[config.mk]
export PLATFORM = sky130hd
export DESIGN_NAME = vmix_div
export DESIGN_NICKNAME = d
export VERILOG_FILES = /design/src/hdl/vmix_pkg.sv /design/src/hdl/vmix_div.sv
export SDC_FILE = /design/constraint.sdc
export NUM_CORES = 1
export LEC_CHECK = 0
export BUFFER_PORTS_ARGS = -buffer_cell sky130_fd_sc_hd__buf_2
export CORE_MARGIN = 3
export CORE_UTILIZATION = 50
export DETAILED_ROUTE_END_ITERATION = 10
export GPL_ROUTABILITY_DRIVEN = 1
export PLACE_DENSITY_LB_ADDON = 0.08
export REMOVE_ABC_BUFFERS = 1
export SLEW_MARGIN = 20
export SYNTH_ARGS = -nofsm -noshare
export SYNTH_HDL_FRONTEND = slang
export SYNTH_SLANG_ARGS = --single-unit
[constraint.sdc]
create_clock -name clk -period 4.4 [get_ports clk]
set_clock_uncertainty 0.2 [all_clocks]
set_input_delay 0.44 -clock clk [delete_from_list [all_inputs] [get_ports clk]]
set_output_delay 0.44 -clock clk [all_outputs]
set_load 0.05 [all_outputs]
[src/hdl/vmix_pkg.sv]
// Package with constants, request codes and helper types for the voice mixer.
package vmix_pkg;

	localparam int VOICES_DEF       = 8;
	localparam int SAMPLE_DEPTH_DEF = 65536;

	localparam logic [16:0] UNITY = 17'd65536;

	localparam logic [2:0] REQ_TICK  = 3'd0;
	localparam logic [2:0] REQ_START = 3'd1;
	localparam logic [2:0] REQ_VOL   = 3'd2;
	localparam logic [2:0] REQ_PITCH = 3'd3;
	localparam logic [2:0] REQ_WRITE = 3'd4;

	localparam logic [1:0] ST_OK       = 2'd0;
	localparam logic [1:0] ST_NO_VOICE = 2'd1;
	localparam logic [1:0] ST_INACTIVE = 2'd2;

	localparam logic CFG_MASTER_LEFT  = 1'b0;
	localparam logic CFG_MASTER_RIGHT = 1'b1;

	// Per-voice record held in the voice memory.
	typedef struct packed {
		logic [15:0] start;
		logic [15:0] length;
		logic [31:0] position;
		logic [17:0] pitch;
		logic [24:0] vol_l;
		logic [24:0] vol_r;
		logic [16:0] tgt_l;
		logic [16:0] tgt_r;
		logic [25:0] ramp_l;
		logic [25:0] ramp_r;
	} voice_rec_t;

	// Request from the sequencer to the fade divider.
	typedef struct packed {
		logic        go;
		logic [24:0] mag;
		logic [19:0] frames;
	} div_req_t;

	function automatic logic [16:0] sat_gain(input logic [16:0] v);
		return (v > UNITY) ? UNITY : v;
	endfunction

endpackage

[src/hdl/vmix_div.sv]
// Restoring divider computing a ceiling quotient for fade ramps, one bit per cycle.
module vmix_div
	import vmix_pkg::*;
(
	input  logic        clk,
	input  logic        arst_n,
	input  div_req_t    req,
	output logic        done,
	output logic [24:0] quot
);

	logic [4:0]  cnt_q;
	logic        busy_q;
	logic [24:0] num_q;
	logic [20:0] rem_q;
	logic [19:0] den_q;
	logic [20:0] trial;

	assign trial = {rem_q[19:0], num_q[24]};

	always_ff @(posedge clk or negedge arst_n) begin
		if (!arst_n) begin
			busy_q <= 1'b0;
			cnt_q  <= '0;
			done   <= 1'b0;
		end else begin
			done <= 1'b0;
			if (req.go) begin
				busy_q <= 1'b1;
				cnt_q  <= 5'd0;
			end else if (busy_q) begin
				cnt_q <= cnt_q + 5'd1;
				if (cnt_q == 5'd24) begin
					busy_q <= 1'b0;
					done   <= 1'b1;
				end
			end
		end
	end

	always_ff @(posedge clk) begin
		if (req.go) begin
			num_q <= req.mag;
			den_q <= req.frames;
			rem_q <= '0;
		end else if (busy_q) begin
			if (trial >= {1'b0, den_q}) begin
				rem_q <= trial - {1'b0, den_q};
				num_q <= {num_q[23:0], 1'b1};
			end else begin
				rem_q <= trial;
				num_q <= {num_q[23:0], 1'b0};
			end
		end
	end

	assign quot = num_q + {24'd0, (rem_q != '0)};

endmodule

* After elaboration in Yosys (flattened, before gate mapping)
Cells that the tools add are included.
Operators by class: $add $sub $neg 3, $mul 0, div/mod/pow operators 0, $lt $le $gt $ge 1, eq/ne operators 1, shifts and indexed selects 0, multiplexer cells 12, bitwise logic cells 0, reductions and logical operators 2
Operators by type and width (count):
- $mux W25 | 2
- $add A25 B1 Y25 | 1
- $ge A21 B20 Y1 | 1
- $mux W21 | 1
- $reduce_bool A21 Y1 | 1
- $sub A21 B20 Y21 | 1
- $mux W5 | 2
- $mux W1 | 7
- $add A5 B1 Y5 const B | 1
- $eq A5 B5 Y1 const B | 1
- $reduce_bool A2 Y1 | 1
Word-level totals: register bits 73, latch bits 0, bits in writable memories 0, ROM bits 0, input bits 48, logic and storage cells 25, memories 0

* Depth between registers and ports, before layout
depth in word-level cells 4, gate-level depth with buffers 12, gate-level depth less buffers 12

* Least setup slack after synthesis
No wires, ideal clock.
kind reg-to-output, start register rem_q[2], end output port quot[18], data arrival time 2858 ps, required time 3760 ps, slack 902 ps, stages on the path, launching flop included 11, path buffers 0, path through dfxtp_1 > or4_1 > or4_1 > ha_1 > ha_1 > nand2_1 > nor2_1 > and2_1 > inv_1 > nor2_1 > xor2_1
Between the ends: cells in the longest elaborated chain, start to end 2
Ends and longest elaborated chain:
- from (decl) | RTL line vmix_div.sv:15 | logic [20:0] rem_q;
- from (signal assigned) | RTL line vmix_div.sv:48 | rem_q <= trial - {1'b0, den_q};
- from (signal assigned) | RTL line vmix_div.sv:51 | rem_q <= trial;
- $reduce_bool A21 Y1 | RTL line vmix_div.sv:57 | assign quot = num_q + {24'd0, (rem_q != '0)};
- $add A25 B1 Y25 | RTL line vmix_div.sv:57
- to (decl) | RTL line vmix_div.sv:9 | output logic [24:0] quot
No other way between the ends.

* Worst setup path in the final report
start register rem_q[2], end output port quot[24]
Same word-level chain as after synthesis.

==> impl_metrics.json <==
{
  "antenna_cells": 0,
  "routed_wl_um": 9630,
  "clkLatencyLatePin_ps": 340,
  "cts_resized": 0,
  "syn_to_final_growth_pct": 15.0,
  "die_y_um": 101,
  "cp_top_family": "simple AND/OR/NAND/NOR gates",
  "min_from": "req[4]",
  "synth-seq-area-share": 0.429,
  "ys_top_cells_by_area": "edfxtp_1 30%, dfxtp_1 9.3%, mux2_2 6.7%",
  "cts_max_level": 3,
  "post-cts-setup-buffer-count": 0,
  "fin_util": 0.595,
  "r2r-start": "num_q[24]",
  "holdPathStages": 1,
  "cts.clk_slew.worst_paths_ps": 80,
  "synth_compound_area_frac": 0.143,
  "dr.pass1.iters": 4,
  "finalSetupViolCount": 0,
  "layout_commonest_cell": "buf_2",
  "die_area_mm2": 0.0102,
  "core_area_mm2": 0.00876,
  "peakVddDrop_v": 0.000165,
  "wire_per_inst_um": 15.2,
  "cellPowerDensity_mw_per_mm2": 324,
  "synth-simple-area-share": 0.159,
  "r2r-end": "rem_q[18]",
  "hold_ws_ps": 65.2,
  "syn-cell-area_mm2": 0.00454,
  "place_congestion": 0.982,
  "outcome": "finished clean",
  "synth_top_area_frac": 0.298,
  "critical_path.slowest_cell": "or4_1",
  "tns_ps": 0,
  "drt_iter0_drc": 183,
  "synth_cell_type_count": 62,
  "relSlewSlack": 0.376,
  "hold_viol": 0,
  "place_area_mm2": 0.00499,
  "cp_cell_sequence": "or4_1 > or4_1 > ha_1 > ha_1 > nand2_1 > nor2_1 > and2_1 > inv_1 > nor2_1 > nand3_1 > xnor2_1 > buf_2",
  "drtAntennaViolNets": 0,
  "start_kind": "register",
  "p_total_uw": 1690,
  "synth-edff-count": 45,
  "synthAdderAreaFrac": 0.0706,
  "grt-ovfl-total": 0,
  "worst-path-buf-inv": 2,
  "drv_slew": 0,
  "end_kind": "output pin",
  "final_cell_mix": "73 x buf_2, 48 x nand2_1, 45 x edfxtp_1, 35 x nor2_1, 29 x inv_1",
  "cts_sinks": 73,
  "hold_path_class": "input pin to register",
  "synthCells": 447,
  "ys.flop_type": "edfxtp_1",
  "rsz0062_at_grt": "no",
  "max_stage_delay_ps": 530,
  "cap_violations": 0,
  "synth_xor_area_frac": 0.0772,
  "synth_async_sr_flop_share": 0.0959,
  "worst_pin_slew_ps": 935,
  "post_synth.cell_area_avg_um2": 10.1,
  "grt_max_degree": 41,
  "rows": 34,
  "min_period_over_period": 0.866,
  "crit_fanout": 4,
  "r2r_cells": 11,
  "yosysTopAreaCell": "edfxtp_1",
  "die_x_um": 101,
  "synth_top_family_by_area": "simple AND/OR/NAND/NOR gates",
  "drc_errors": 0,
  "io_pins": 74,
  "critPathArrivalTime_ps": 3170,
  "crit_type": "register to output pin",
  "synth-seq-cells": 73,
  "grtUsageTotal": 0.194,
  "vias": 3536,
  "clockRootBuffer": "clkbuf_8",
  "drive_gt1_frac": 0.253,
  "cellLeakagePower_uw": 0.00223,
  "holdBufCountCts": 1,
  "grt_pass1_vias": 3422,
  "finalInstanceArea_mm2": 0.00521,
  "regToRegSetupSlack_ps": 1180,
  "fmax_mhz": 262,
  "vias_per_cell": 5.59,
  "tritoncts": "built",
  "num-nets-final": 593,
  "grt_pass1_wl_um": 15800,
  "cts_made_buffers": 9,
  "start_util": 0.518,
  "hpwl_um": 7140,
  "io_buffers": 73,
  "hold_end": "den_q[4]",
  "grt_antenna_before_repair": 0,
  "ys_warn_count": 0,
  "clockBufferDepth": 2,
  "fin_crit_ps": 3810,
  "synthMuxAreaShare": 0.0828,
  "cp.required_ps": 3760
}
[Yosys cell counts (3+ instances only)]
library cell  count
o21ai_0          15
o21a_1            5
nand4_1          10
buf_2             3
clkbuf_1          9
nand2_1          48
nand2b_1          8
ha_1             24
xnor2_1          25
a31oi_1           3
a311oi_1          3
or3_1             4
nor2_1           35
nand3_1          16
edfxtp_1         45
xor2_1           15
a311oi_2          8
nor3_1            3
dfrtp_1           7
dfxtp_1          21
mux2_2           27
a21oi_1          14
a21o_1           11
and3_1            7
inv_1            29
nor4_1            3
mux2i_1           6
[logic make-up after synthesis]
kind of cell	count (synthesis)
AOI/OAI and AO/OA	83
xor gates and xnor gates	40
adders and majority gates	25
buffers and inverters	44
DFF	73
muxes	34
and+or+nand+nor	148
[through the flow]
step	cells	setup slack, ps
2_1_floorplan	432	902
3_3_place_gp	616	996
3_5_place_dp	616	958
4_1_cts	633	582
5_1_grt	633	403
6_report	633	590
[final cells by class]
class	count	area, um2
Sequential cell	73	1950
Tap cell	108	135
Inverter	29	109
Clock buffer	11	131
Clock inverter	5	81.3
Multi-Input combinational cell	330	2410
Fill cell	772	3550
Timing Repair Buffer	77	398
[worst reg2reg max path: cells and delay by family (launching register included)]
| kind | cells | cell delay [ps] |
|---|---|---|
| compound gates | 6 | 1420 |
| fa+ha+maj | 2 | 630 |
| simple gates | 2 | 350 |
| buf+inv | 1 | 90 |
| flops | 1 | 400 |
[metal layers]
metal | global-route usage | share of wire | vias up
li1 | - | - | 1769
met1 | 0.268 | 0.48 | 1657
met2 | 0.300 | 0.44 | 93
met3 | 0.0303 | 0.055 | 17
met4 | 0.0879 | 0.022 | 0
met5 | 0 | 0 | -
[power by group]
group          leakage (uW)  switching [uW]  internal (uW)
Sequential         0.000722            33.7            775
Combinational       0.00141             198            116
Clock              0.000104             248            320
Total               0.00223             480           1210
[sequential cells by signal (all words and copies together), names as in the netlist]
name    flops
den_q      20
rem_q      21
num_q      25
busy_q      1
cnt_q       5
done        1
[worst max-delay path by stage]
stage,from,end,slack (ps),cells after the start
3_5_place_dp,rem_q[2],quot[24],960,12
4_1_cts,rem_q[2],quot[24],580,12
6_report,rem_q[2],quot[24],590,12
2_1_floorplan,rem_q[2],quot[18],900,10
3_3_place_gp,rem_q[2],quot[24],1000,12
5_1_grt,rem_q[5],quot[24],400,13
Power figures use the tool's default switching activity.
